`src/rtl/core/pis_pkg.sv`:
```
// Shared types, constants and the control program of the PI speed-loop block.
// Used by pis_sequencer, pis_datapath and pid_integral_separation_unit.
package pis_pkg;

    // Register indexes on the configuration port.
    localparam logic [2:0] REG_PROP_GAIN      = 3'd0;
    localparam logic [2:0] REG_INTEG_GAIN     = 3'd1;
    localparam logic [2:0] REG_INTEGRAL_LIMIT = 3'd2;
    localparam logic [2:0] REG_BAND_ONE       = 3'd3;
    localparam logic [2:0] REG_BAND_TWO       = 3'd4;
    localparam logic [2:0] REG_BAND_THREE     = 3'd5;
    localparam logic [2:0] REG_BAND_FOUR      = 3'd6;
    localparam logic [2:0] REG_BAND_FIVE      = 3'd7;

    // Reset values of the registers.
    localparam logic [15:0] RST_PROP_GAIN      = 16'd307;
    localparam logic [15:0] RST_INTEG_GAIN     = 16'd0;
    localparam logic [14:0] RST_INTEGRAL_LIMIT = 15'd540;
    localparam logic [15:0] RST_BAND_ONE       = 16'd10;
    localparam logic [15:0] RST_BAND_TWO       = 16'd50;
    localparam logic [15:0] RST_BAND_THREE     = 16'd90;
    localparam logic [15:0] RST_BAND_FOUR      = 16'd120;
    localparam logic [15:0] RST_BAND_FIVE      = 16'd300;

    localparam int NUM_BANDS = 5;
    localparam logic [2:0] BAND_OUTSIDE = 3'd5;

    // Largest magnitude the integral can reach.
    localparam int INTEGRAL_MAX = 98301;

    // Configuration as seen by the datapath.
    typedef struct packed {
        logic [15:0]                prop_gain;
        logic [15:0]                integ_gain;
        logic [14:0]                integral_limit;
        logic [NUM_BANDS-1:0][15:0] band;
    } pis_cfg_t;

    // Datapath operations.
    typedef enum logic [2:0] {
        OP_NOP,
        OP_LOAD,
        OP_BAND,
        OP_INTEG,
        OP_MUL_I,
        OP_MUL_P,
        OP_SUM
    } op_t;

    // Jump conditions; a wait condition also holds back the operation.
    typedef enum logic [2:0] {
        COND_NEVER,
        COND_ALWAYS,
        COND_NO_INPUT,
        COND_BAND_HIT,
        COND_OUT_BUSY
    } cond_t;

    localparam int STEP_W = 4;

    // One control word of the program.
    typedef struct packed {
        op_t               op;
        logic [2:0]        band_sel;
        cond_t             cond;
        logic [STEP_W-1:0] target;
        logic              seq_end;
    } ucode_t;

    // Control handed from the sequencer to the datapath.
    typedef struct packed {
        op_t        op;
        logic [2:0] band_sel;
        logic       fire;
    } pis_ctrl_t;

    // Status handed from the datapath back to the sequencer.
    typedef struct packed {
        logic in_valid;
        logic band_hit;
        logic out_busy;
    } pis_status_t;

    // The control program. Step 0 takes an input, steps 1 to 5 test the
    // bands innermost first, then the integral update and three multiply
    // and sum steps follow.
    function automatic ucode_t ucode_rom(input logic [STEP_W-1:0] step);
        ucode_t w;
        w = '{op: OP_NOP, band_sel: 3'd0, cond: COND_ALWAYS, target: '0, seq_end: 1'b0};
        case (step)
            4'd0: w = '{op: OP_LOAD,  band_sel: 3'd0, cond: COND_NO_INPUT,
                        target: 4'd0, seq_end: 1'b0};
            4'd1: w = '{op: OP_BAND,  band_sel: 3'd0, cond: COND_BAND_HIT,
                        target: 4'd6, seq_end: 1'b0};
            4'd2: w = '{op: OP_BAND,  band_sel: 3'd1, cond: COND_BAND_HIT,
                        target: 4'd6, seq_end: 1'b0};
            4'd3: w = '{op: OP_BAND,  band_sel: 3'd2, cond: COND_BAND_HIT,
                        target: 4'd6, seq_end: 1'b0};
            4'd4: w = '{op: OP_BAND,  band_sel: 3'd3, cond: COND_BAND_HIT,
                        target: 4'd6, seq_end: 1'b0};
            4'd5: w = '{op: OP_BAND,  band_sel: 3'd4, cond: COND_NEVER,
                        target: 4'd0, seq_end: 1'b0};
            4'd6: w = '{op: OP_INTEG, band_sel: 3'd0, cond: COND_NEVER,
                        target: 4'd0, seq_end: 1'b0};
            4'd7: w = '{op: OP_MUL_I, band_sel: 3'd0, cond: COND_NEVER,
                        target: 4'd0, seq_end: 1'b0};
            4'd8: w = '{op: OP_MUL_P, band_sel: 3'd0, cond: COND_NEVER,
                        target: 4'd0, seq_end: 1'b0};
            4'd9: w = '{op: OP_SUM,   band_sel: 3'd0, cond: COND_OUT_BUSY,
                        target: 4'd9, seq_end: 1'b1};
            default: w = '{op: OP_NOP, band_sel: 3'd0, cond: COND_ALWAYS,
                           target: 4'd0, seq_end: 1'b0};
        endcase
        return w;
    endfunction

    // Integral weights in unsigned Q1.8, by band.
    function automatic logic [8:0] weight_q8(input logic [2:0] band);
        logic [8:0] w;
        case (band)
            3'd0:    w = 9'd256;
            3'd1:    w = 9'd205;
            3'd2:    w = 9'd154;
            3'd3:    w = 9'd102;
            3'd4:    w = 9'd51;
            default: w = 9'd0;
        endcase
        return w;
    endfunction

endpackage

```
`src/rtl/core/pis_sequencer.sv`:
```
// Step counter and program lookup of the PI speed-loop block.
// Depends on pis_pkg for the control program and the control structs.
module pis_sequencer
    import pis_pkg::*;
(
    input  logic        aclk,
    input  logic        aresetn,
    input  pis_status_t status,
    output pis_ctrl_t   ctrl
);

    logic [STEP_W-1:0] step_reg;
    logic [STEP_W-1:0] step_next;
    ucode_t            word;
    logic              cond_true;
    logic              waiting;

    // Current control word.
    assign word = ucode_rom(step_reg);

    // Evaluate the jump condition of this step.
    always_comb begin
        unique case (word.cond)
            COND_NEVER:    cond_true = 1'b0;
            COND_ALWAYS:   cond_true = 1'b1;
            COND_NO_INPUT: cond_true = !status.in_valid;
            COND_BAND_HIT: cond_true = status.band_hit;
            COND_OUT_BUSY: cond_true = status.out_busy;
            default:       cond_true = 1'b0;
        endcase
    end

    // A step that waits on input or on the output register does nothing.
    assign waiting = cond_true &&
                     (word.cond == COND_NO_INPUT || word.cond == COND_OUT_BUSY);

    assign ctrl.op       = word.op;
    assign ctrl.band_sel = word.band_sel;
    assign ctrl.fire     = !waiting;

    // Next step: jump, restart at the end, or advance.
    always_comb begin
        if (cond_true) begin
            step_next = word.target;
        end else if (word.seq_end) begin
            step_next = '0;
        end else begin
            step_next = step_reg + 1'b1;
        end
    end

    always_ff @(posedge aclk) begin
        if (!aresetn) begin
            step_reg <= '0;
        end else begin
            step_reg <= step_next;
        end
    end

    // The program has ten steps; the counter never leaves them.
    a_step_range: assert property (@(posedge aclk) disable iff (!aresetn)
        step_reg <= 4'd9)
        else $error("step counter left the program");

    // A band hit always lands on the integral update.
    a_band_jump: assert property (@(posedge aclk) disable iff (!aresetn)
        (word.op == OP_BAND && status.band_hit) |=> (step_reg == 4'd6))
        else $error("band hit did not reach the integral step");

    // A finished sum returns to the input step.
    a_sum_return: assert property (@(posedge aclk) disable iff (!aresetn)
        (word.op == OP_SUM && !status.out_busy) |=> (step_reg == 4'd0))
        else $error("sequencer did not return after the sum");

endmodule

```
`src/rtl/core/pis_datapath.sv`:
```
// Datapath of the PI speed-loop block: error, band, integral, shared multiplier
// and output register. Depends on pis_pkg and is driven by pis_sequencer.
module pis_datapath
    import pis_pkg::*;
(
    input  logic               aclk,
    input  logic               aresetn,
    input  pis_cfg_t           cfg,
    input  pis_ctrl_t          ctrl,
    input  logic signed [15:0] target_speed,
    input  logic signed [15:0] measured_speed,
    input  logic               s_tvalid,
    input  logic               m_tready,
    output pis_status_t        status,
    output logic               out_valid,
    output logic signed [31:0] drive_value,
    output logic [2:0]         error_band,
    output logic signed [17:0] integral_now
);

    logic signed [16:0] err_reg;
    logic [16:0]        mag_reg;
    logic [2:0]         band_reg;
    logic signed [17:0] integral_reg;
    logic signed [43:0] prod_reg;
    logic signed [26:0] iterm_reg;
    logic signed [31:0] drive_reg;
    logic               out_valid_reg;

    logic signed [16:0] err_next;
    logic [16:0]        mag_next;
    logic signed [17:0] integral_next;
    logic signed [17:0] lim;
    logic signed [17:0] neg_lim;
    logic signed [18:0] int_add;
    logic               at_upper;
    logic               at_lower;
    logic signed [25:0] mul_a;
    logic signed [17:0] mul_b;
    logic signed [43:0] mul_p;
    logic signed [24:0] pterm;
    logic signed [33:0] sum;
    logic signed [31:0] sum_sat;
    logic               band_hit;
    logic               out_busy;

    // Error and its magnitude, from a new input transaction.
    assign err_next = 17'(measured_speed) - 17'(target_speed);
    assign mag_next = err_next[16] ? 17'(-err_next) : 17'(err_next);

    // Band test of the currently selected threshold.
    assign band_hit = (ctrl.op == OP_BAND) && (mag_reg < {1'b0, cfg.band[ctrl.band_sel]});

    // Integral update with separation clamp.
    assign lim      = $signed({3'b000, cfg.integral_limit});
    assign neg_lim  = -lim;
    assign int_add  = 19'(integral_reg) + 19'(err_reg);
    assign at_upper = integral_reg >= lim;
    assign at_lower = !at_upper && (integral_reg <= neg_lim);

    always_comb begin
        if (at_upper) begin
            integral_next = err_reg[16] ? int_add[17:0] : lim;
        end else if (at_lower) begin
            integral_next = (!err_reg[16] && err_reg != 17'sd0) ? int_add[17:0] : neg_lim;
        end else begin
            integral_next = int_add[17:0];
        end
    end

    // Operand selection for the shared multiplier.
    always_comb begin
        case (ctrl.op)
            OP_INTEG: begin
                mul_a = $signed({10'd0, cfg.integ_gain});
                mul_b = $signed({9'd0, weight_q8(band_reg)});
            end
            OP_MUL_I: begin
                mul_a = $signed({1'b0, prod_reg[24:0]});
                mul_b = integral_reg;
            end
            default: begin
                mul_a = $signed({10'd0, cfg.prop_gain});
                mul_b = 18'(err_reg);
            end
        endcase
    end

    assign mul_p = mul_a * mul_b;

    // Final sum of both terms with saturation to 32 bits.
    assign pterm = prod_reg[32:8];
    assign sum   = 34'(iterm_reg) + 34'(pterm);

    always_comb begin
        if (sum > 34'sd2147483647) begin
            sum_sat = 32'sh7fffffff;
        end else if (sum < -34'sd2147483648) begin
            sum_sat = 32'sh80000000;
        end else begin
            sum_sat = sum[31:0];
        end
    end

    assign out_busy = out_valid_reg && !m_tready;

    // Control state: integral and output valid.
    always_ff @(posedge aclk) begin
        if (!aresetn) begin
            integral_reg  <= '0;
            out_valid_reg <= 1'b0;
        end else begin
            if (ctrl.op == OP_INTEG) begin
                integral_reg <= integral_next;
            end
            if (ctrl.op == OP_SUM && ctrl.fire) begin
                out_valid_reg <= 1'b1;
            end else if (m_tready) begin
                out_valid_reg <= 1'b0;
            end
        end
    end

    // Payload registers.
    always_ff @(posedge aclk) begin
        case (ctrl.op)
            OP_LOAD: begin
                if (s_tvalid) begin
                    err_reg  <= err_next;
                    mag_reg  <= mag_next;
                    band_reg <= BAND_OUTSIDE;
                end
            end
            OP_BAND: begin
                if (band_hit) begin
                    band_reg <= ctrl.band_sel;
                end
            end
            OP_INTEG: begin
                prod_reg <= mul_p;
            end
            OP_MUL_I: begin
                prod_reg <= mul_p;
            end
            OP_MUL_P: begin
                iterm_reg <= prod_reg[42:16];
                prod_reg  <= mul_p;
            end
            OP_SUM: begin
                if (ctrl.fire) begin
                    drive_reg    <= sum_sat;
                    error_band   <= band_reg;
                    integral_now <= integral_reg;
                end
            end
            default: begin
            end
        endcase
    end

    assign status.in_valid = s_tvalid;
    assign status.band_hit = band_hit;
    assign status.out_busy = out_busy;
    assign out_valid       = out_valid_reg;
    assign drive_value     = drive_reg;

    // The integral never leaves the range the clamp allows.
    a_integral_range: assert property (@(posedge aclk) disable iff (!aresetn)
        (integral_reg <= 18'sd98301) && (integral_reg >= -18'sd98301))
        else $error("integral out of range");

    // A sum step that fires leaves a valid result behind.
    a_sum_valid: assert property (@(posedge aclk) disable iff (!aresetn)
        (ctrl.op == OP_SUM && ctrl.fire) |=> out_valid_reg)
        else $error("sum step did not present a result");

    // A held result is never overwritten by a sum step.
    a_no_overwrite: assert property (@(posedge aclk) disable iff (!aresetn)
        out_busy |-> !(ctrl.op == OP_SUM && ctrl.fire))
        else $error("result overwritten while stalled");

endmodule

```
`src/rtl/core/pid_integral_separation_unit.sv`:
```
// Top level of the PI speed-loop controller with integral separation and clamp.
// Depends on pis_pkg, pis_sequencer and pis_datapath.
//
// Usage:
//   s_ channel: one transaction carries target_speed (s_tdata[15:0]) and
//   measured_speed (s_tdata[31:16]), both signed. s_tready is high only in
//   the input step of the control program.
//   m_ channel: one transaction per input with drive_value, error_band and
//   integral_now packed in m_tdata.
//   Configuration: cfg_wr_en with cfg_index and cfg_wdata writes one of the
//   eight gain, limit and band registers; write only while the block is idle.
// Timing: after its input is accepted, an item passes through one to
//   five band compares (the first threshold that hits ends the search),
//   the integral update and three steps through the single shared 26 by 18
//   bit multiplier and the final adder. A new item is taken only after the
//   sum step of the last; the input step opens as its result turns valid.
// Reset: aresetn low loads the register reset values, clears the integral
//   and the output valid, and returns the program to its input step.
// Stall: a result waits in the output register while m_tready is low; the
//   next item is taken and worked on, and its sum step waits for the slot.
module pid_integral_separation_unit
    import pis_pkg::*;
(
    input  logic        aclk,
    input  logic        aresetn,
    // Input transactions: fields from bit 0 up: target_speed, measured_speed.
    input  logic        s_tvalid,
    output logic        s_tready,
    input  logic [31:0] s_tdata,
    // Result transactions: fields from bit 0 up: drive_value[31:0],
    // error_band[34:32], integral_now[52:35], zero fill [55:53].
    output logic        m_tvalid,
    input  logic        m_tready,
    output logic [55:0] m_tdata,
    // Configuration write port.
    input  logic        cfg_wr_en,
    input  logic [2:0]  cfg_index,
    input  logic [15:0] cfg_wdata
);

    pis_cfg_t           cfg_reg;
    pis_ctrl_t          ctrl;
    pis_status_t        status;
    logic signed [31:0] drive_value;
    logic [2:0]         error_band;
    logic signed [17:0] integral_now;

    // Configuration registers.
    always_ff @(posedge aclk) begin
        if (!aresetn) begin
            cfg_reg.prop_gain      <= RST_PROP_GAIN;
            cfg_reg.integ_gain     <= RST_INTEG_GAIN;
            cfg_reg.integral_limit <= RST_INTEGRAL_LIMIT;
            cfg_reg.band[0]        <= RST_BAND_ONE;
            cfg_reg.band[1]        <= RST_BAND_TWO;
            cfg_reg.band[2]        <= RST_BAND_THREE;
            cfg_reg.band[3]        <= RST_BAND_FOUR;
            cfg_reg.band[4]        <= RST_BAND_FIVE;
        end else if (cfg_wr_en) begin
            unique case (cfg_index)
                REG_PROP_GAIN:      cfg_reg.prop_gain      <= cfg_wdata;
                REG_INTEG_GAIN:     cfg_reg.integ_gain     <= cfg_wdata;
                REG_INTEGRAL_LIMIT: cfg_reg.integral_limit <= cfg_wdata[14:0];
                REG_BAND_ONE:       cfg_reg.band[0]        <= cfg_wdata;
                REG_BAND_TWO:       cfg_reg.band[1]        <= cfg_wdata;
                REG_BAND_THREE:     cfg_reg.band[2]        <= cfg_wdata;
                REG_BAND_FOUR:      cfg_reg.band[3]        <= cfg_wdata;
                REG_BAND_FIVE:      cfg_reg.band[4]        <= cfg_wdata;
                default: begin
                end
            endcase
        end
    end

    // Program sequencer.
    pis_sequencer u_seq (
        .aclk    (aclk),
        .aresetn (aresetn),
        .status  (status),
        .ctrl    (ctrl)
    );

    // Datapath.
    pis_datapath u_dp (
        .aclk           (aclk),
        .aresetn        (aresetn),
        .cfg            (cfg_reg),
        .ctrl           (ctrl),
        .target_speed   (s_tdata[15:0]),
        .measured_speed (s_tdata[31:16]),
        .s_tvalid       (s_tvalid),
        .m_tready       (m_tready),
        .status         (status),
        .out_valid      (m_tvalid),
        .drive_value    (drive_value),
        .error_band     (error_band),
        .integral_now   (integral_now)
    );

    // Input is taken only in the input step.
    assign s_tready = (ctrl.op == OP_LOAD);

    // Result packing.
    assign m_tdata = {3'b000, integral_now, error_band, drive_value};

endmodule
```
`config.mk`:
```
export PLATFORM = sky130hd
export DESIGN_NAME = pid_integral_separation_unit
export DESIGN_NICKNAME = d
export VERILOG_FILES = /design/src/rtl/core/pis_pkg.sv /design/src/rtl/core/pis_sequencer.sv /design/src/rtl/core/pis_datapath.sv /design/src/rtl/core/pid_integral_separation_unit.sv
export SDC_FILE = /design/constraint.sdc
export NUM_CORES = 2
export LEC_CHECK = 0
export BUFFER_PORTS_ARGS = -buffer_cell sky130_fd_sc_hd__buf_2
export CAP_MARGIN = 20
export CORE_MARGIN = 2
export CORE_UTILIZATION = 60
export DETAILED_ROUTE_END_ITERATION = 8
export GPL_TIMING_DRIVEN = 0
export MAX_ROUTING_LAYER = met4
export PLACE_DENSITY = 0.78
export SLEW_MARGIN = 20
export SYNTH_ARGS = -nofsm -noshare
export SYNTH_HDL_FRONTEND = slang
export SYNTH_HIERARCHICAL = 1
export SYNTH_SLANG_ARGS = --single-unit
```
`constraint.sdc`:
```
create_clock -name aclk -period 20.5 [get_ports aclk]
set_clock_uncertainty 0.2 [all_clocks]
set_input_delay 3.075 -clock aclk [delete_from_list [all_inputs] [get_ports aclk]]
set_output_delay 3.075 -clock aclk [all_outputs]
set_load 0.005 [all_outputs]
```
## After elaboration in Yosys (flattened, before gate mapping)

Memory sizes are Yosys's and may differ from the RTL's. A register that Yosys moved wholly into a read port is not among the register bits.
Index checks and enable logic that the tools add are counted.

- Memories kept: 1
- ROM bits: 224
- Register bits after elaboration: 310

Memories:

| memory | words | width | rd ports | clocked after memory_dff | wr ports | line | source |
|---|---|---|---|---|---|---|---|
| (name not given) | 16 | 14 | 1 | 1 | 0 | pis_pkg.sv:90 | `case (step)` |

- Muxes and demuxes: 20
- Add/subtract/negate cells: 6
- Multiply operators: 1
- Bitwise logic cells: 1
- Equality and inequality tests: 23
- Magnitude comparators: 6
- Reductions and logical operators: 29

Operator list:

| cell | number |
|---|---|
| 18-bit two-way mux | 4 |
| 25-bit one-hot mux with 2 select lines | 1 |
| 16-bit binary-select mux with 3-bit select | 1 |
| 9-bit one-hot mux with 5 select lines | 1 |
| 26-bit by 18-bit multiplier with 43-bit output | 1 |
| 18-bit one-hot mux with 2 select lines | 1 |
| 34-bit by 32-bit > comparator with 1-bit output (second input constant) | 1 |
| 34-bit by 32-bit < comparator with 1-bit output (second input constant) | 1 |
| 16-bit two-way mux | 2 |
| 32-bit two-way mux | 1 |
| 27-bit by 25-bit adder with 28-bit output | 1 |
| 3-bit equality test (second input constant) | 9 |
| 3-bit by 2-bit equality test with 1-bit output (second input constant) | 8 |
| 2-bit AND reduction | 10 |
| 18-bit by 17-bit adder with 18-bit output | 1 |
| 18-bit by 16-bit >= comparator with 1-bit output | 1 |
| 18-bit <= comparator | 1 |
| 15-bit negation with 18-bit output | 1 |
| 17-bit by 16-bit < comparator with 1-bit output | 1 |
| 17-bit negation | 1 |
| 17-bit nonzero test | 1 |
| 16-bit by 16-bit subtractor with 17-bit output | 1 |
| 3-bit by 1-bit equality test with 1-bit output (second input constant) | 4 |
| 4-bit two-way mux | 3 |
| 16 further kinds | 29 |

## Logic depth before layout (Yosys ltp)

- Depth after elaboration: 9
- Gate-level depth with buffers: 32
- Gate-level depth less buffers: 28

## By module

The synthesis kept the hierarchy.

By module, submodules not included:

| module | times used | sequential area each (um^2) | cells each | area an instance (um^2) |
|---|---|---|---|---|
| pis_datapath | 1 | 5064.9 | 2865 | 26061.2 |
| pid_integral_separation_unit | 1 | 2542.4 | 456 | 4774.6 |
| pis_sequencer | 1 | 280.3 | 75 | 729.4 |

## Worst setup path after synthesis

No wires, ideal clock.

- Path kind: register to register
- From: reg, netlist name u_seq/word[13]
- To: reg u_dp.prod_reg[39], data pin
- Arrival: 7437 ps
- Path buffers: 3
- Data required time: 20038 ps
- Cell stages (with the launch flop): 29
- Setup time: 262 ps
- Period minus slack after synthesis: 7899 ps
- Slack: 12601 ps
- Path through: dfxtp_1 buf_4 inv_1 nor3_1 nor2_1 clkbuf_1 a221oi_1 clkbuf_1 nor2_1 fa_1 inv_1 fa_1 inv_1 fa_1 fa_1 fa_1 inv_1 fa_1 inv_1 ha_1 a21oi_1 o21ai_0 a221oi_1 o31a_1 o211a_1 o31ai_1 a41oi_1 mux2i_1 nand3_1

- Cells in the longest elaborated chain, start to end: 3
- Elaborated cells on any way between the ends: 5

Ends and longest elaborated chain:

| what | line | source |
|---|---|---|
| 3-bit equality test or 3-bit by 2-bit equality test with 1-bit output (tied branches) | pis_datapath.sv:73 | `case (ctrl.op)` |
| 25-bit one-hot mux with 2 select lines or 18-bit one-hot mux with 2 select lines (tied branches) | pis_datapath.sv:73 |  |
| 26-bit by 18-bit multiplier with 43-bit output * | pis_datapath.sv:89 | `assign mul_p = mul_a * mul_b;` |
| via u_dp.mul_p[39] | pis_datapath.sv:40 | `logic signed [43:0] mul_p;` |
| end signal: assignment | pis_datapath.sv:140 | `prod_reg <= mul_p;` |
| end signal: assignment | pis_datapath.sv:143 | `prod_reg <= mul_p;` |
| end signal: assignment | pis_datapath.sv:147 | `prod_reg <= mul_p;` |
| end: declaration | pis_datapath.sv:25 | `logic signed [43:0] prod_reg;` |

Mark *: on every way through the listed nets, which the timed path passes. The rest lies on a longest branch.
A chain may end at the register's enable or synchronous reset.

## Final worst setup path

- From: reg, netlist name u_seq/word[13]
- To: reg u_dp.prod_reg[42], data pin

- Cells in the longest elaborated chain, start to end: 3
- Elaborated cells on any way between the ends: 5

Ends and longest elaborated chain:

| what | line |
|---|---|
| 3-bit equality test or 3-bit by 2-bit equality test with 1-bit output (tied branches) | pis_datapath.sv:73 |
| 25-bit one-hot mux with 2 select lines or 18-bit one-hot mux with 2 select lines (tied branches) | pis_datapath.sv:73 |
| 26-bit by 18-bit multiplier with 43-bit output * | pis_datapath.sv:89 |
| via u_dp.mul_p[42] | pis_datapath.sv:40 |

Marked as above.

==> flow_summary.yaml <==
routing:
  vias: 25410
  viasPerCell: 5.923
  firstDrtPassIters: 6
  ant_nets: 0
  drc: 0
  drt_wl_total_um: 89760
  wl_per_cell_um: 20.92
  first_iter_violations: 2419
final_layout:
  insertedDiodeCount: 0
  largest_reg_flops: 127
  final_net_count: 4254
  area_growth_pct: 9.521
  multi_input_area_mm2: 0.02103
  fillers: 4206
  finalNonFillerCells: 4291
  seqCellArea_mm2: 0.007888
  layout-drive-gt1-share_pct: 7.605
worst_setup_path:
  arrival_ns: 11.03
  crit_top_cell: "fa_1"
  worst_r2r_path_depth: 28
  critPathTopFamily: "adder cells"
  slowest_stage: "nor3_1"
  path_class: "reg2reg"
  critPathMaxFanout: 10
  required_ns: 20.59
  start_kind: "flip-flop"
  max_stage_delay_ns: 0.86
  worstSetupPathDepth: 28
  endpoint_kind: "flip-flop"
  cp_num_buf_inv: 8
synth:
  avgSynthCellArea_um2: 9.295
  synth-simple-area-share_pct: 14.10
  ys_warn_count: 6
  synth_top_family_by_area: "adder cells"
  yosys_register_bits: 316
  synth_area_mm2: 0.03157
  async_reset_ff_share_pct: 0
  yosysSeqAreaShare_pct: 24.99
  synthCells: 3396
  synth_area_leaders: "fa_1, edfxtp_1, dfxtp_1, ha_1, inv_1"
  ys_types: 89
  synth_edf_count: 156
  synthAdderAreaFrac_pct: 33.52
  synth_top_area_share_pct: 23.53
  post_synth_xor_area_fraction_pct: 3.242
  synth_top_flop_cell: "dfxtp_1"
  synth_mux_area_share_pct: 5.411
  synth_top_area_cell: "fa_1"
  synth_compound_area_share_pct: 10.00
clocking:
  postCtsSetupBuffers: 0
  clk_pin_slew_ns: 0.06
  htree_levels: 2
  cts_hold_buf: 0
  cts.repair.resized: 0
  clockBufferDepth: 3
  cts_made_buffers: 37
  root_buffer: "clkbuf_16"
  clk_latency_ns: 0.58
  cts_sinks: 316
  cts_tree: "done"
timing:
  finalSetupViolCount: 0
  period_needed_ns: 10.94
  fin_tns_setup_ns: 0
  worst_pin_slew_ns: 1.108
  max_freq_ghz: 0.09138
  rsz0062_at_grt: "false"
  maxSlewViolCount: 0
  slew_headroom_pct: 26.14
  final-hold-violation-count: 0
  finalCritPeriodShare_pct: 53.38
die:
  rows: 84
  die_area_mm2: 0.05446
  initial_core_util_pct: 60.43
  core_area_mm2: 0.05224
  die_x_um: 233.4
  fp.dieH_um: 233.4
  io_pins: 114
global_route:
  grt_overflow_total: 0
  grt_max_degree: 21
  antenna_found_initial: 0
  grt_pass1_wl_um: 140200
  grt_usage_pct: 34.90
  grt_pass1_vias: 25160
worst_hold_path:
  whs_path_depth: 0
  hp-class: "reg2reg"
place:
  port-buffer-count: 106
  dp_hpwl_um: 71650
  place.gp.congestion: 1.034
  placedCellCount: 4220
flow_run:
  maxCapViolations: 0
run_status:
  status: "complete, no violations"
==> path summary, 6_finish.rpt <==
kind	slack, ns	endpoint	from
setup / recovery	9.56	u_dp/prod_reg[42]	u_seq/word[13]
hold / removal	0.22	u_dp/iterm_reg[23]	u_dp/prod_reg[39]
setup reg to reg	9.56	u_dp/prod_reg[42]	u_seq/word[13]
hold reg to reg	0.22	u_dp/iterm_reg[23]	u_dp/prod_reg[39]
==> per-layer routing <==
layer	routed length [um]	track usage [%]
met1	35150	44.75
met2	39200	52.05
met3	10170	8.496
met4	5238	16.78
met5	0	-
==> cell type report <==
type / instances / share of cell area, %
Tap cell: 688 / 2.490
Clock buffer: 48 / 3.131
Sequential cell: 316 / 22.82
Multi-Input combinational cell: 2374 / 60.84
Timing Repair Buffer: 138 / 2.305
Inverter: 547 / 5.939
Clock inverter: 19 / 0.4415
Buffer: 161 / 2.034
==> logic make-up after synthesis <==
kind of cell,after synthesis
other cells,1
flops,316
xor+xnor,116
buf+inv,708
compound gates,461
fa+ha+maj,623
simple gates,1003
mux,168
==> layout by cell type (no fill, tap or decap), types with 21 or more instances in the layout <==
master       n
inv_1      546
nand2_1    467
fa_1       371
nor2_1     274
ha_1       252
mux2i_1    165
dfxtp_1    160
edfxtp_1   156
buf_2      128
clkbuf_1   119
o21ai_0    109
a21oi_1    102
xnor2_1     93
nor2b_1     53
clkbuf_16   41
and2_1      40
a21o_1      35
buf_4       34
nand3_1     30
nor3_1      26
a221o_1     24
nand2b_1    22
xor2_1      22
o21a_1      21
==> metrics by stage <==
step                      util (%)  hold WS [ns]  setup WS [ns]  cell area (um2)
final                        66.18        0.2153          9.557            34570
after global routing         66.18        0.2186          9.294            34570
after CTS                    66.14        0.2164          9.788            34550
after detailed placement     63.78        0.2054          9.838            33310
after global placement       63.11        0.2012          9.474            32960
after floorplan                  -        0.2003          12.60            31570
==> synthesized netlist by cell type (all sizes together), types with 26 or more instances <==
| library cell | n |
|---|---|
| inv | 547 |
| nand2 | 468 |
| fa | 371 |
| nor2 | 275 |
| ha | 252 |
| mux2i | 165 |
| dfxtp | 160 |
| edfxtp | 156 |
| clkbuf | 115 |
| o21ai | 111 |
| a21oi | 103 |
| xnor2 | 94 |
| nor2b | 53 |
| buf | 46 |
| and2 | 41 |
| a21o | 35 |
| nand3 | 30 |
| nor3 | 27 |
| a221oi | 26 |
Power is not shown: default switching activity piles up to over one toggle a cycle in this logic, so the estimate is an artifact.
